[src/sv/hegr_pkg.sv]
// Shared constants and types for the histogram equalize grey rule builder.
// Used by histogram_equalize_grey_rules_core; depends on nothing.
`default_nettype none

package hegr_pkg;

    localparam int TOTAL_BITS = 48;
    localparam int DIV_BITS   = TOTAL_BITS + 2;
    localparam int BIT_W      = $clog2(DIV_BITS);
    localparam int GREY_BITS  = 8;
    localparam int GREY_STEPS = GREY_BITS;
    localparam int STEP_W     = $clog2(GREY_STEPS);
    localparam int OP_BITS    = 2;
    localparam int CAT_BITS   = 32;
    localparam int CNT_BITS   = 32;
    localparam int IN_BITS    = CAT_BITS + CNT_BITS;
    localparam int OUT_BITS   = 2 * CAT_BITS + GREY_BITS;

    localparam logic [BIT_W-1:0]     BIT_LAST  = BIT_W'(DIV_BITS - 1);
    localparam logic [BIT_W-1:0]     TOT_LAST  = BIT_W'(TOTAL_BITS - 1);
    localparam logic [BIT_W-1:0]     TOT_LIM   = BIT_W'(TOTAL_BITS);
    localparam logic [STEP_W-1:0]    STEP_LAST = STEP_W'(GREY_STEPS - 1);
    localparam logic [GREY_BITS-1:0] GREY_MAX  = '1;

    localparam logic [OP_BITS-1:0] OP_TOTAL  = 2'd0;
    localparam logic [OP_BITS-1:0] OP_MAP    = 2'd1;
    localparam logic [OP_BITS-1:0] OP_FINISH = 2'd2;

    typedef enum logic [2:0] {
        ST_IDLE,
        ST_ADD,
        ST_PREP,
        ST_DIV,
        ST_RULE,
        ST_EMIT
    } t_state;

endpackage

`default_nettype wire

[src/sv/histogram_equalize_grey_rules_core.sv]
// Histogram equalize grey rule builder: bit-serial datapath, control and output register.
// Depends on hegr_pkg.
//
// The host streams the histogram twice. A pass-one word (tuser 0) adds its count to the
// total through the bit-serial adder. A pass-two word (tuser 1) with a positive count and
// a nonzero total runs one serial pass that builds the numerator, updates the running sum
// and compares, then eight serial subtract passes over the (TOTAL_BITS+2)-bit remainder
// that give the grey bits; these are skipped when the grey clamps to 255. The rule state
// follows, then the emit state when a run closes, which waits while the output register
// is still full. Other words are done in the idle state that accepts them. A finish word
// (tuser 2) emits the open run, if any, and clears the total, running sum and run state.
`default_nettype none

module histogram_equalize_grey_rules_core (
    input  wire                                   i_clk,
    input  wire                                   i_rst_n,
    input  wire                                   s_axis_tvalid,
    output logic                                  s_axis_tready,
    input  wire  [hegr_pkg::IN_BITS-1:0]          s_axis_tdata,   // category, cell_count
    input  wire  [hegr_pkg::OP_BITS-1:0]          s_axis_tuser,   // operation
    output logic                                  m_axis_tvalid,
    input  wire                                   m_axis_tready,
    output logic [hegr_pkg::OUT_BITS-1:0]         m_axis_tdata    // rule_low, rule_high, rule_grey
);

    localparam int TB = hegr_pkg::TOTAL_BITS;
    localparam int DB = hegr_pkg::DIV_BITS;
    localparam int CB = hegr_pkg::CAT_BITS;
    localparam int NB = hegr_pkg::CNT_BITS;
    localparam int GB = hegr_pkg::GREY_BITS;

    hegr_pkg::t_state r_state, n_state;

    logic [hegr_pkg::OP_BITS-1:0] r_op;
    logic [CB-1:0]                r_cat;
    logic [NB-1:0]                r_cnt;
    logic [TB-1:0]                r_total;
    logic [TB-1:0]                r_sum;
    logic                         r_run_open;
    logic [CB-1:0]                r_run_start;
    logic [GB-1:0]                r_run_level;
    logic [CB-1:0]                r_last;
    logic [DB-1:0]                r_rem;
    logic [DB-1:0]                r_dif;
    logic [GB-1:0]                r_q;
    logic [hegr_pkg::BIT_W-1:0]   r_bit;
    logic [hegr_pkg::STEP_W-1:0]  r_step;
    logic                         r_ca, r_cb, r_bw, r_sd, r_td, r_rd;

    logic                         r_m_valid;
    logic [CB-1:0]                r_m_low;
    logic [CB-1:0]                r_m_high;
    logic [GB-1:0]                r_m_grey;

    logic [hegr_pkg::OP_BITS-1:0] w_op;
    logic [CB-1:0]                w_cat;
    logic [NB-1:0]                w_cnt;
    logic                         w_in_acc, w_out_free, w_emit;
    logic                         w_tot_on, w_tot_bit, w_sum_bit;
    logic                         w_add_s, w_add_c;
    logic                         w_num_s, w_num_c;
    logic                         w_nsum_s, w_nsum_c;
    logic                         w_sub_a, w_sub_d, w_sub_bw;

    assign w_op  = s_axis_tuser;
    assign w_cat = s_axis_tdata[CB-1:0];
    assign w_cnt = s_axis_tdata[CB+NB-1:CB];

    assign m_axis_tvalid = r_m_valid;
    assign m_axis_tdata  = {r_m_grey, r_m_high, r_m_low};

    // serial bit slices
    always_comb begin
        w_tot_on  = (r_bit < hegr_pkg::TOT_LIM);
        w_tot_bit = w_tot_on & r_total[0];
        w_sum_bit = w_tot_on & r_sum[0];
        w_add_s   = r_total[0] ^ r_cnt[0] ^ r_ca;
        w_add_c   = (r_total[0] & r_cnt[0]) | (r_total[0] & r_ca) | (r_cnt[0] & r_ca);
        w_num_s   = r_sd ^ r_cnt[0] ^ r_ca;
        w_num_c   = (r_sd & r_cnt[0]) | (r_sd & r_ca) | (r_cnt[0] & r_ca);
        w_nsum_s  = r_sum[0] ^ r_cnt[0] ^ r_cb;
        w_nsum_c  = (r_sum[0] & r_cnt[0]) | (r_sum[0] & r_cb) | (r_cnt[0] & r_cb);
        w_sub_a   = (r_state == hegr_pkg::ST_PREP) ? w_num_s : r_rd;
        w_sub_d   = w_sub_a ^ r_td ^ r_bw;
        w_sub_bw  = (~w_sub_a & r_td) | (~(w_sub_a ^ r_td) & r_bw);
    end

    // next state
    always_comb begin
        n_state = r_state;
        case (r_state)
            hegr_pkg::ST_IDLE: begin
                if (w_in_acc) begin
                    case (w_op)
                        hegr_pkg::OP_TOTAL:  n_state = hegr_pkg::ST_ADD;
                        hegr_pkg::OP_MAP: begin
                            if ((r_total != '0) && (w_cnt != '0))
                                n_state = hegr_pkg::ST_PREP;
                        end
                        hegr_pkg::OP_FINISH: begin
                            if (r_run_open)
                                n_state = hegr_pkg::ST_EMIT;
                        end
                        default: n_state = hegr_pkg::ST_IDLE;
                    endcase
                end
            end
            hegr_pkg::ST_ADD: begin
                if (r_bit == hegr_pkg::TOT_LAST)
                    n_state = hegr_pkg::ST_IDLE;
            end
            hegr_pkg::ST_PREP: begin
                if (r_bit == hegr_pkg::BIT_LAST)
                    n_state = w_sub_bw ? hegr_pkg::ST_DIV : hegr_pkg::ST_RULE;
            end
            hegr_pkg::ST_DIV: begin
                if ((r_bit == hegr_pkg::BIT_LAST) && (r_step == hegr_pkg::STEP_LAST))
                    n_state = hegr_pkg::ST_RULE;
            end
            hegr_pkg::ST_RULE: begin
                n_state = (r_run_open && (r_q != r_run_level)) ? hegr_pkg::ST_EMIT
                                                                : hegr_pkg::ST_IDLE;
            end
            hegr_pkg::ST_EMIT: begin
                if (w_out_free)
                    n_state = hegr_pkg::ST_IDLE;
            end
            default: n_state = hegr_pkg::ST_IDLE;
        endcase
    end

    // handshake outputs
    always_comb begin
        s_axis_tready = (r_state == hegr_pkg::ST_IDLE);
        w_in_acc      = s_axis_tvalid & s_axis_tready;
        w_out_free    = ~r_m_valid | m_axis_tready;
        w_emit        = (r_state == hegr_pkg::ST_EMIT) & w_out_free;
    end

    always_ff @(posedge i_clk) begin
        if (!i_rst_n) begin
            r_state     <= hegr_pkg::ST_IDLE;
            r_m_valid   <= 1'b0;
            r_total     <= '0;
            r_sum       <= '0;
            r_run_open  <= 1'b0;
            r_run_start <= '0;
            r_run_level <= '0;
            r_last      <= '0;
            r_bit       <= '0;
            r_step      <= '0;
        end else begin
            r_state <= n_state;

            if (w_emit)
                r_m_valid <= 1'b1;
            else if (m_axis_tready)
                r_m_valid <= 1'b0;

            case (r_state)
                hegr_pkg::ST_IDLE: begin
                    if (w_in_acc) begin
                        r_op   <= w_op;
                        r_cat  <= w_cat;
                        r_cnt  <= w_cnt;
                        r_bit  <= '0;
                        r_step <= '0;
                        r_q    <= '0;
                        r_ca   <= 1'b0;
                        r_cb   <= 1'b0;
                        r_bw   <= 1'b0;
                        r_sd   <= 1'b0;
                        r_td   <= 1'b0;
                        r_rd   <= 1'b0;
                        if (w_op == hegr_pkg::OP_MAP)
                            r_last <= w_cat;
                        if ((w_op == hegr_pkg::OP_FINISH) && !r_run_open) begin
                            r_total     <= '0;
                            r_sum       <= '0;
                            r_run_start <= '0;
                            r_run_level <= '0;
                            r_last      <= '0;
                        end
                    end
                end
                hegr_pkg::ST_ADD: begin
                    r_bit <= r_bit + 1'b1;
                    r_ca  <= w_add_c;
                    r_cnt <= {1'b0, r_cnt[NB-1:1]};
                    if ((r_bit == hegr_pkg::TOT_LAST) && w_add_c)
                        r_total <= '1;
                    else
                        r_total <= {w_add_s, r_total[TB-1:1]};
                end
                hegr_pkg::ST_PREP: begin
                    r_cnt <= {1'b0, r_cnt[NB-1:1]};
                    r_ca  <= w_num_c;
                    r_sd  <= w_sum_bit;
                    r_rem <= {w_num_s, r_rem[DB-1:1]};
                    if (w_tot_on) begin
                        r_total <= {r_total[0], r_total[TB-1:1]};
                        r_cb    <= w_nsum_c;
                        if ((r_bit == hegr_pkg::TOT_LAST) && w_nsum_c)
                            r_sum <= '1;
                        else
                            r_sum <= {w_nsum_s, r_sum[TB-1:1]};
                    end
                    if (r_bit == hegr_pkg::BIT_LAST) begin
                        r_bit <= '0;
                        r_bw  <= 1'b0;
                        r_td  <= 1'b0;
                        r_rd  <= 1'b0;
                        if (!w_sub_bw)
                            r_q <= hegr_pkg::GREY_MAX;
                    end else begin
                        r_bit <= r_bit + 1'b1;
                        r_bw  <= w_sub_bw;
                        r_td  <= w_tot_bit;
                    end
                end
                hegr_pkg::ST_DIV: begin
                    if (w_tot_on)
                        r_total <= {r_total[0], r_total[TB-1:1]};
                    if (r_bit == hegr_pkg::BIT_LAST) begin
                        r_bit  <= '0;
                        r_step <= r_step + 1'b1;
                        r_bw   <= 1'b0;
                        r_td   <= 1'b0;
                        r_rd   <= 1'b0;
                        r_q    <= {r_q[GB-2:0], ~w_sub_bw};
                        if (w_sub_bw)
                            r_rem <= {r_rd, r_rem[DB-1:1]};
                        else
                            r_rem <= {w_sub_d, r_dif[DB-1:1]};
                    end else begin
                        r_bit <= r_bit + 1'b1;
                        r_bw  <= w_sub_bw;
                        r_td  <= w_tot_bit;
                        r_rd  <= r_rem[0];
                        r_rem <= {r_rd, r_rem[DB-1:1]};
                        r_dif <= {w_sub_d, r_dif[DB-1:1]};
                    end
                end
                hegr_pkg::ST_RULE: begin
                    r_step <= '0;
                    if (!r_run_open) begin
                        r_run_open  <= 1'b1;
                        r_run_start <= r_cat;
                        r_run_level <= r_q;
                    end
                end
                hegr_pkg::ST_EMIT: begin
                    if (w_out_free) begin
                        r_m_low  <= r_run_start;
                        r_m_grey <= r_run_level;
                        if (r_op == hegr_pkg::OP_FINISH) begin
                            r_m_high    <= r_last;
                            r_total     <= '0;
                            r_sum       <= '0;
                            r_run_open  <= 1'b0;
                            r_run_start <= '0;
                            r_run_level <= '0;
                            r_last      <= '0;
                        end else begin
                            r_m_high    <= r_cat - 1'b1;
                            r_run_start <= r_cat;
                            r_run_level <= r_q;
                        end
                    end
                end
                default: r_bit <= '0;
            endcase
        end
    end

    a_emit_needs_run: assert property (@(posedge i_clk) disable iff (!i_rst_n)
        (r_state == hegr_pkg::ST_EMIT) |-> r_run_open)
        else $error("rule emit without an open run");

    a_finish_clears: assert property (@(posedge i_clk) disable iff (!i_rst_n)
        (w_emit && (r_op == hegr_pkg::OP_FINISH)) |=> (!r_run_open && (r_total == '0)))
        else $error("finish left state behind");

    a_step_idle: assert property (@(posedge i_clk) disable iff (!i_rst_n)
        (r_state != hegr_pkg::ST_DIV) |-> (r_step == '0))
        else $error("divider step count outside division");

    a_bit_range: assert property (@(posedge i_clk) disable iff (!i_rst_n)
        (r_bit <= hegr_pkg::BIT_LAST))
        else $error("bit counter past remainder width");

    a_emit_loads_out: assert property (@(posedge i_clk) disable iff (!i_rst_n)
        w_emit |=> (m_axis_tvalid && (r_state == hegr_pkg::ST_IDLE)))
        else $error("rule word not presented after emit");

endmodule

`default_nettype wire
[config.mk]
export PLATFORM = sky130hd
export DESIGN_NAME = histogram_equalize_grey_rules_core
export DESIGN_NICKNAME = d
export VERILOG_FILES = /design/src/sv/hegr_pkg.sv /design/src/sv/histogram_equalize_grey_rules_core.sv
export SDC_FILE = /design/constraint.sdc
export NUM_CORES = 1
export LEC_CHECK = 0
export ABC_AREA = 1
export BUFFER_PORTS_ARGS = -buffer_cell sky130_fd_sc_hd__buf_2
export CAP_MARGIN = 5
export CELL_PAD_IN_SITES_DETAIL_PLACEMENT = 1
export CELL_PAD_IN_SITES_GLOBAL_PLACEMENT = 2
export CORE_ASPECT_RATIO = 0.8
export CORE_MARGIN = 4
export CORE_UTILIZATION = 35
export DETAILED_ROUTE_END_ITERATION = 10
export PLACE_DENSITY_LB_ADDON = 0.1
export SLEW_MARGIN = 10
export SYNTH_ARGS = -nofsm -noshare
export SYNTH_HDL_FRONTEND = slang
export SYNTH_SLANG_ARGS = --single-unit
[constraint.sdc]
create_clock -name i_clk -period 5.76 [get_ports i_clk]
set_clock_uncertainty 0.1 [all_clocks]
set_input_delay 0 -clock i_clk [delete_from_list [all_inputs] [get_ports i_clk]]
set_output_delay 0 -clock i_clk [all_outputs]
set_load 0.05 [all_outputs]
# After elaboration in Yosys (flattened, before gate mapping)
# Index checks and enable logic that the tools add are counted.
[word_totals]
regBits = 434
out_inout_bits = 74
in_bits = 70
[op_classes]
add_sub_neg = 3
n_eq_ne = 27
magnitude_cmp = 1
n_bitwise = 36
muxes = 74
n_reduce_logical = 46
[op_table]
columns = ["cell", "count"]
rows = [
  ["$mux 32", 12],
  ["$mux 48", 8],
  ["$pmux 48 s4", 1],
  ["$pmux 48 s3", 1],
  ["$pmux 32 s2", 2],
  ["$mux 50", 2],
  ["$pmux 50 s2", 1],
  ["$pmux 32 s3", 1],
  ["$mux 8", 9],
  ["$pmux 8 s3", 2],
  ["$reduce_bool 48->1", 1],
  ["$mux 3", 11],
  ["$reduce_bool 32->1", 1],
  ["$sub 32x1->32 const B", 1],
  ["$reduce_and 3->1", 9],
  ["$pmux 6 s4", 1],
  ["$pmux 3 s3", 2],
  ["$pmux 3 s6", 1],
  ["$reduce_and 6->1", 3],
  ["$reduce_bool 3->1", 5],
  ["$and 1x1->1", 14],
  ["$ne 2x2->1 const B", 7],
  ["$reduce_bool 2->1", 7],
  ["$eq 6x6->1 const B", 2],
  ["29 further kinds", 83],
]

# Longest topological paths before layout
# Gate-level depths: netlist of the first run.
[logic_depth]
word_depth = 10
depth_mapped = 15
mapped_depth_nobuf = 14

# Worst setup path before layout of the first run
# Ideal clock, no wire load.
[synth_timing]
path_type = "reg-to-reg"
start = "reg r_state[1]"
end = "reg r_m_grey[0] (enable)"
synth_period_minus_slack_ns = 6.385
arrival_time_ns = 5.694
t_required_ns = 5.069
setup_time_ns = 0.591
path_buffers = 0
slack_ns = -0.625
path_stages_with_launch = 6
cell_sequence = "dfxtp_1 > inv_2 > nand2_2 > nor2_4 > inv_1 > nor3_1"
[synth_via]
elab_chain_len = 2
[synth_rtl]
columns = ["item", "line", "rtl"]
rows = [
  ["start, declared", "histogram_equalize_grey_rules_core.sv:32", "hegr_pkg::t_state r_state, n_state;"],
  ["start signal, assigned", "histogram_equalize_grey_rules_core.sv:142", "r_state <= hegr_pkg::ST_IDLE;"],
  ["start signal, assigned", "histogram_equalize_grey_rules_core.sv:153", "r_state <= n_state;"],
  ["$eq 3x3->1", "histogram_equalize_grey_rules_core.sv:160", "case (r_state)"],
  ["$reduce_and 3->1 (no source line)", "--", ""],
  ["end signal, assigned", "histogram_equalize_grey_rules_core.sv:255", "r_m_grey <= r_run_level;"],
  ["end, declared", "histogram_equalize_grey_rules_core.sv:53", "logic [GB-1:0] r_m_grey;"],
]
# No other way between the ends.
# A chain may end at the register's enable or synchronous reset.

# Worst setup path in the final report of the first run
[layout_timing]
start = "reg r_op[0] in the netlist's numbering"
end = "reg r_sum[11]"
[layout_via]
elab_chain_len = 3
[layout_rtl]
columns = ["item", "line", "rtl"]
rows = [
  ["start, declared", "histogram_equalize_grey_rules_core.sv:34", "logic [hegr_pkg::OP_BITS-1:0] r_op;"],
  ["start signal, assigned", "histogram_equalize_grey_rules_core.sv:163", "r_op <= w_op;"],
  ["$eq 2x2->1", "histogram_equalize_grey_rules_core.sv:256", "if (r_op == hegr_pkg::OP_FINISH) begin"],
  ["$ne 2x1->1 (no source line)", "--", ""],
  ["$reduce_and 6->1 (no source line)", "--", ""],
  ["end signal, assigned", "histogram_equalize_grey_rules_core.sv:206", "r_sum <= {w_nsum_s, r_sum[TB-1:1]};"],
  ["end, declared", "histogram_equalize_grey_rules_core.sv:38", "logic [TB-1:0] r_sum;"],
]
# No other way between the ends.

==> run_results.csv, run 1 <==
group,metric,value,unit
sta,slew_violations,0,
place,io_buffers,143,
sta,fmax,263,MHz
global_routing,first_global_vias,13476,
global_routing,grt_max_degree,97,
route,routedWlPerCell,17.1,um
sta,whs,58.7,ps
clock_network,cts_buffers,46,
clock_network,clockBufferDepth,3,
critical_path,crit_arrival,4120,ps
logic_synthesis,syn_area,17800,um^2
sta,post-route-period-util,65.9,%
route,viasPerCell,4.87,
floorplan,die_area,54600,um^2
floorplan,rows,73,
logic_synthesis,synthTopCellsByArea,"edfxtp_1 42%, dfxtp_1 20%, nand2_1 8.0%",
critical_path,crit_type,"flop to flop",
final_layout,fillCellCount,5690,
sta,final.setup.tns,0,ps
logic_synthesis,synthCells,1799,
critical_path,cp-startpoint,"r_op[0]$_DFFE_PP_",
logic_synthesis,yosysWarnings,0,
logic_synthesis,synth_edf_count,251,
final_layout,area_delta_synth_final,19.6,%
critical_path,startpoint_type,"flop",
logic_synthesis,ys_seq_area_share,62.8,%
hold_path,min_path_type,"input port to flop",
job,drv_cap,0,
floorplan,coreArea,50100,um^2
pwr,fin_total_pwr,0.00869,W
pwr,power.density,408,nW/um^2
floorplan,initial_core_util,35.6,%
critical_path,r2r_start,"r_op[0]$_DFFE_PP_",
logic_synthesis,ys_seq_elements,433,
route,via_count,13081,
clock_network,worstSkewPairLatency,580,ps
critical_path,r2r_slack,1960,ps
critical_path,cp-end-kind,"flop",
sta,worst_slew_pin_slew,1180,ps
pwr,irDropWorstVdd,0.000212,V
place,hpwl,28.6,mm
clock_network,htree_num_levels,2,
clock_network,cts_setup_buffers,0,
floorplan,num_io_pins,144,
logic_synthesis,ys_types,40,
sta,slew_headroom,21.0,%
clock_network,clkTransAtPathRegs,60,ps
floorplan,die_w,260,um
global_routing,grt_usage,16.9,%
logic_synthesis,synthArstFlopShare,0,%
global_routing,grt_antenna_before_repair,1,
final_layout,drive_gt1_share,14.9,%
route,drc_errors,0,
critical_path,crit_end,"r_sum[11]$_SDFFE_PN0P_",
critical_path,critPathRequiredTime,6080,ps
floorplan,die_y,210,um
final_layout,fin_util,42.6,%
logic_synthesis,avgSynthCellArea,9.90,um^2
route,dr.first_iter.drc_count,737,
place,dp_cells,2534,
global_routing,grt_pass1_wl,74.6,mm
logic_synthesis,syn_nets,1878,
route,wirelength,46.0,mm
final_layout,multiInputGateArea,5770,um^2
critical_path,crit_fanout,60,
sta,timing.final.hold_violations,0,
clock_network,cts_tree,"built",
clock_network,cts.sinks,433,
logic_synthesis,synth_top_area_share,42.3,%
route,drtAntennaViolNets,0,
logic_synthesis,ys.flop_type,"edfxtp_1",
final_layout,seq_area,11200,um^2
logic_synthesis,yosys.area.top_type,"edfxtp_1",
critical_path,timing.rr.end,"r_sum[11]$_SDFFE_PN0P_",
pwr,p_leak,7.84,nW
status,status,"completed",
clock_network,cts_root_buf,"clkbuf_16",
place,gp_congestion,0.770,
sta,rsz0062_at_grt,"false",
global_routing,overflow,0,
route,drt-pass1-iter-count,5,
sta,finalCriticalPeriod,3800,ps
critical_path,r2r_cells,7,
final_layout,instances_no_fill,2688,
final_layout,nets,2055,
sta,finalSetupViolCount,0,
==> cell type report <==
class	instances	share of cell area (%)
clock buffer	68	6.09
multi-input combinational	1133	27.1
sequential	433	52.5
tap	675	3.96
clock inverter	16	0.798
timing repair buffer	230	7.24
antenna	1	0.0117
inverter	132	2.34
==> per-layer routing <==
metal / wire (um) / GRT usage [%]
met5: 0 / 0
met4: 888 / 4.29
met3: 1760 / 2.63
met2: 20400 / 26.5
met1: 23000 / 24.7
==> per-stage QoR <==
stage	setup WS, ps	instance area (um^2)
floorplan	1590	17800
global placement	1980	19200
detailed placement	1880	19200
CTS	1850	21300
global route	1450	21300
finish	1960	21300
==> worst min path at each step <==
stage | from | end | slack, ps | depth (start not counted)
after CTS | s_axis_tdata[15] | r_cat[15]$_DFFE_PP_ | 20 | 2
after global routing | s_axis_tdata[13] | r_cat[13]$_DFFE_PP_ | 50 | 2
final | s_axis_tdata[18] | r_cat[18]$_DFFE_PP_ | 60 | 2
after detailed placement | s_axis_tdata[22] | r_cat[22]$_DFFE_PP_ | 100 | 1
after floorplan | s_axis_tdata[0] | r_cat[0]$_DFFE_PP_ | -1 | 0
after global placement | s_axis_tdata[1] | r_cat[1]$_DFFE_PP_ | 100 | 1
==> flip-flops by register name, indices dropped and copies added, names as in the netlist, 2 cells and up <==
signal	count
r_rem	50
r_last	32
r_run_level	8
r_total	48
r_state	3
r_run_start	32
r_sum	48
r_m_grey	8
r_bit	6
r_m_low	32
r_step	3
r_q	8
r_cnt	32
r_op	2
r_m_high	32
r_cat	32
r_dif	49
==> logic make-up after synthesis <==
| logic type | share of synthesized area [%] |
|---|---|
| AOI/OAI and AO/OA | 8.77 |
| adders and majority gates | 0.801 |
| xor gates and xnor gates | 1.28 |
| DFF | 62.8 |
| muxes | 3.10 |
| and+or+nand+nor | 18.0 |
| buffers and inverters | 5.30 |
==> power by group <==
part	internal [W]	switching [W]
sequential	0.00377	0.000208
combinational	0.000479	0.00130
clock	0.00170	0.00123
==> worst max-delay path, stage by stage (launching register included) <==
cell,delay [ps]
edfxtp_1,410
nor2_4,740
inv_1,670
a21oi_2,370
nand3_2,560
buf_4,540
nand3_1,130
o21ai_0,100
==> timing repair <==
action / CTS / global route
hold buffers: 69 / 0
resized for setup: 0 / 0
endpoints found under the hold margin: 114 / 0
==> Yosys cell counts (12+ instances only) <==
master and count:
a21oi_1 137, buf_2 29, clkbuf_1 57, dfxtp_1 182, edfxtp_1 251, inv_1 125
mux2_2 39, nand2_1 379, nand3_1 163, nand3b_1 24, nor2_1 139, nor3_1 13
o21ai_0 131, o21ai_1 12, xnor2_1 13, xor2_1 13
==> cell usage in the layout, fill, tap and decap left out, types with 11 or more instances in the layout <==
master | netlist | routed
nand2_1 | 379 | 378
edfxtp_1 | 251 | 251
dfxtp_1 | 182 | 182
nand3_1 | 163 | 162
buf_2 | 29 | 142
a21oi_1 | 137 | 136
nor2_1 | 139 | 134
o21ai_0 | 131 | 131
inv_1 | 125 | 125
dlygate4sd3_1 | 0 | 69
clkbuf_16 | 0 | 47
mux2_2 | 39 | 39
nand3b_1 | 24 | 24
buf_4 | 7 | 19
clkbuf_1 | 57 | 16
xnor2_1 | 13 | 13
xor2_1 | 13 | 13
nor3_1 | 13 | 12
o21ai_1 | 12 | 11
(Power assumes the default switching activity.)
==> run 2, diff against run 1 <==
--- a/config.mk
+++ b/config.mk
@@ -12,7 +12,7 @@
 export CELL_PAD_IN_SITES_GLOBAL_PLACEMENT = 2
 export CORE_ASPECT_RATIO = 0.8
 export CORE_MARGIN = 4
-export CORE_UTILIZATION = 35
+export CORE_UTILIZATION = 38
 export DETAILED_ROUTE_END_ITERATION = 10
 export PLACE_DENSITY_LB_ADDON = 0.1
 export SLEW_MARGIN = 10
==> constraint.sdc (replaced) <==
create_clock -name i_clk -period 4 [get_ports i_clk]
set_clock_uncertainty 0.1 [all_clocks]
set_input_delay 0 -clock i_clk [delete_from_list [all_inputs] [get_ports i_clk]]
set_output_delay 0 -clock i_clk [all_outputs]
set_load 0.05 [all_outputs]
==> run_results.csv, run 2 (same netlist as run 1, synthesis figures left out) <==
group,metric,value,unit
clock_network,worstSkewPairLatency,580,ps
clock_network,htree_num_levels,2,
clock_network,cts_tree,"built",
route,dr.first_iter.drc_count,730,
route,wirelength,46.0,mm
job,drv_cap,0,
sta,finalSetupViolCount,0,
hold_path,min_path_type,"input port to flop",
final_layout,drive_gt1_share,15.2,%
final_layout,final_common_cell,"nand2_1",
route,routedWlPerCell,17.5,um
floorplan,coreArea,46000,um^2
critical_path,cp_cell_sequence,"nor2_2, inv_1, nor2_4, buf_4, inv_1, nand2_1, inv_1, nand2_1, nand2_1",
final_layout,regMostFlops,"r_rem",
critical_path,startpoint_type,"flop",
floorplan,die_area,50400,um^2
place,gp_congestion,0.775,
sta,finalCriticalPeriod,3130,ps
route,via_count,13154,
sta,timing.final.hold_violations,0,
final_layout,top_regs,"r_rem (50), r_dif (49)",
critical_path,crit_fanout,49,
global_routing,grt_max_degree,104,
sta,slew_headroom,22.3,%
critical_path,critPathRequiredTime,4220,ps
floorplan,num_io_pins,144,
critical_path,crit_arrival,3360,ps
route,viasPerCell,5.00,
global_routing,first_global_vias,13327,
clock_network,cts_setup_buffers,0,
sta,rsz0062_at_grt,"false",
critical_path,cp-end-kind,"flop",
floorplan,die_w,250,um
critical_path,crit_type,"flop to flop",
clock_network,clkTransAtPathRegs,60,ps
final_layout,final_cell_mix,"378 x nand2_1, 251 x edfxtp_1, 182 x dfxtp_1",
place,io_buffers,143,
clock_network,cts.sinks,433,
floorplan,die_y,202,um
sta,slew_violations,0,
clock_network,cts_root_buf,"clkbuf_16",
pwr,power.density,595,nW/um^2
final_layout,fillCellCount,5131,
final_layout,nets,2058,
global_routing,grt_usage,17.9,%
sta,post-route-period-util,78.3,%
pwr,irDropWorstVdd,0.000411,V
status,status,"completed",
global_routing,grt_pass1_wl,74.0,mm
sta,worst_slew_pin_slew,1160,ps
clock_network,cts_buffers,45,
final_layout,area_delta_synth_final,19.7,%
final_layout,fin_util,46.4,%
clock_network,cts_resized,0,
sta,fmax,319,MHz
place,hpwl,28.5,mm
critical_path,critPathMaxStageDelay,470,ps
route,drt-pass1-iter-count,5,
final_layout,seq_area,11200,um^2
global_routing,overflow,0,
final_layout,multiInputGateArea,5770,um^2
route,drtAntennaViolNets,0,
floorplan,initial_core_util,38.7,%
final_layout,largest_reg_flops,50,
clock_network,clockBufferDepth,3,
global_routing,grt_antenna_before_repair,1,
route,drc_errors,0,
floorplan,rows,70,
critical_path,critPathSlowestCell,"buf_4",
pwr,p_leak,7.88,nW
sta,final.setup.tns,0,ps
run 2: worst max-delay path, delay by kind of cell, from the launching register on:
| family | cells | cell delay (ps) |
|---|---|---|
| and+or+nand+nor | 5 | 890 |
| DFF | 1 | 400 |
| buffers and inverters | 4 | 1470 |
run 2: final timing paths:
check	slack [ps]	end	cells past startpoint	start
min	60	r_cat[15]$_DFFE_PP_	2	s_axis_tdata[15]
min reg2reg	330	r_m_low[10]$_DFFE_PP_	0	r_run_start[10]$_SDFFE_PN0P_
max reg2reg	870	r_cnt[19]$_DFFE_PP_	9	r_state[2]$_SDFFE_PN0P_
max	870	r_cnt[19]$_DFFE_PP_	9	r_state[2]$_SDFFE_PN0P_
run 2: final cells by class:
type	instances	share of cell area, %
Sequential cell	433	52.4
Multi-Input combinational cell	1133	27.1
Timing Repair Buffer	234	7.38
Clock buffer	69	6.23
Tap cell	612	3.59
Inverter	132	2.34
Clock inverter	15	0.968
Antenna cell	1	0.0117
run 2: power by group:
part	leakage [nW]	internal, W	total (W)	switching, W
combinational	3.36	0.000704	0.00261	0.00190
clock	0.739	0.00256	0.00435	0.00179
sequential	3.78	0.00543	0.00572	0.000298
run 2: through the flow:
stage | cells | power, W | area [um^2] | hold slack (ps) | worst slack [ps]
after floorplan | 1799 | 0.00759 | 17800 | -1.13 | 548
after global placement | 2475 | 0.00833 | 19100 | 106 | 968
after detailed placement | 2475 | 0.00839 | 19100 | 101 | 870
after CTS | 2628 | 0.0129 | 21300 | 27.1 | 855
after global routing | 2629 | 0.0134 | 21300 | 37.0 | 595
final | 2629 | 0.0127 | 21300 | 61.7 | 867
run 2: routing by layer:
layer	track usage, %	part of all wire (%)	vias up
met1	25.6	49	6481
met3	2.83	3.6	54
met4	3.92	1.6	0
li1	-	-	6456
met2	28.9	46	163
met5	0	0	-
run 2: timing repair:
action                                  in CTS  in global routing
endpoints found under the setup margin       0                  0
hold buffers                                69                  0
endpoints found under the hold margin      157                  0
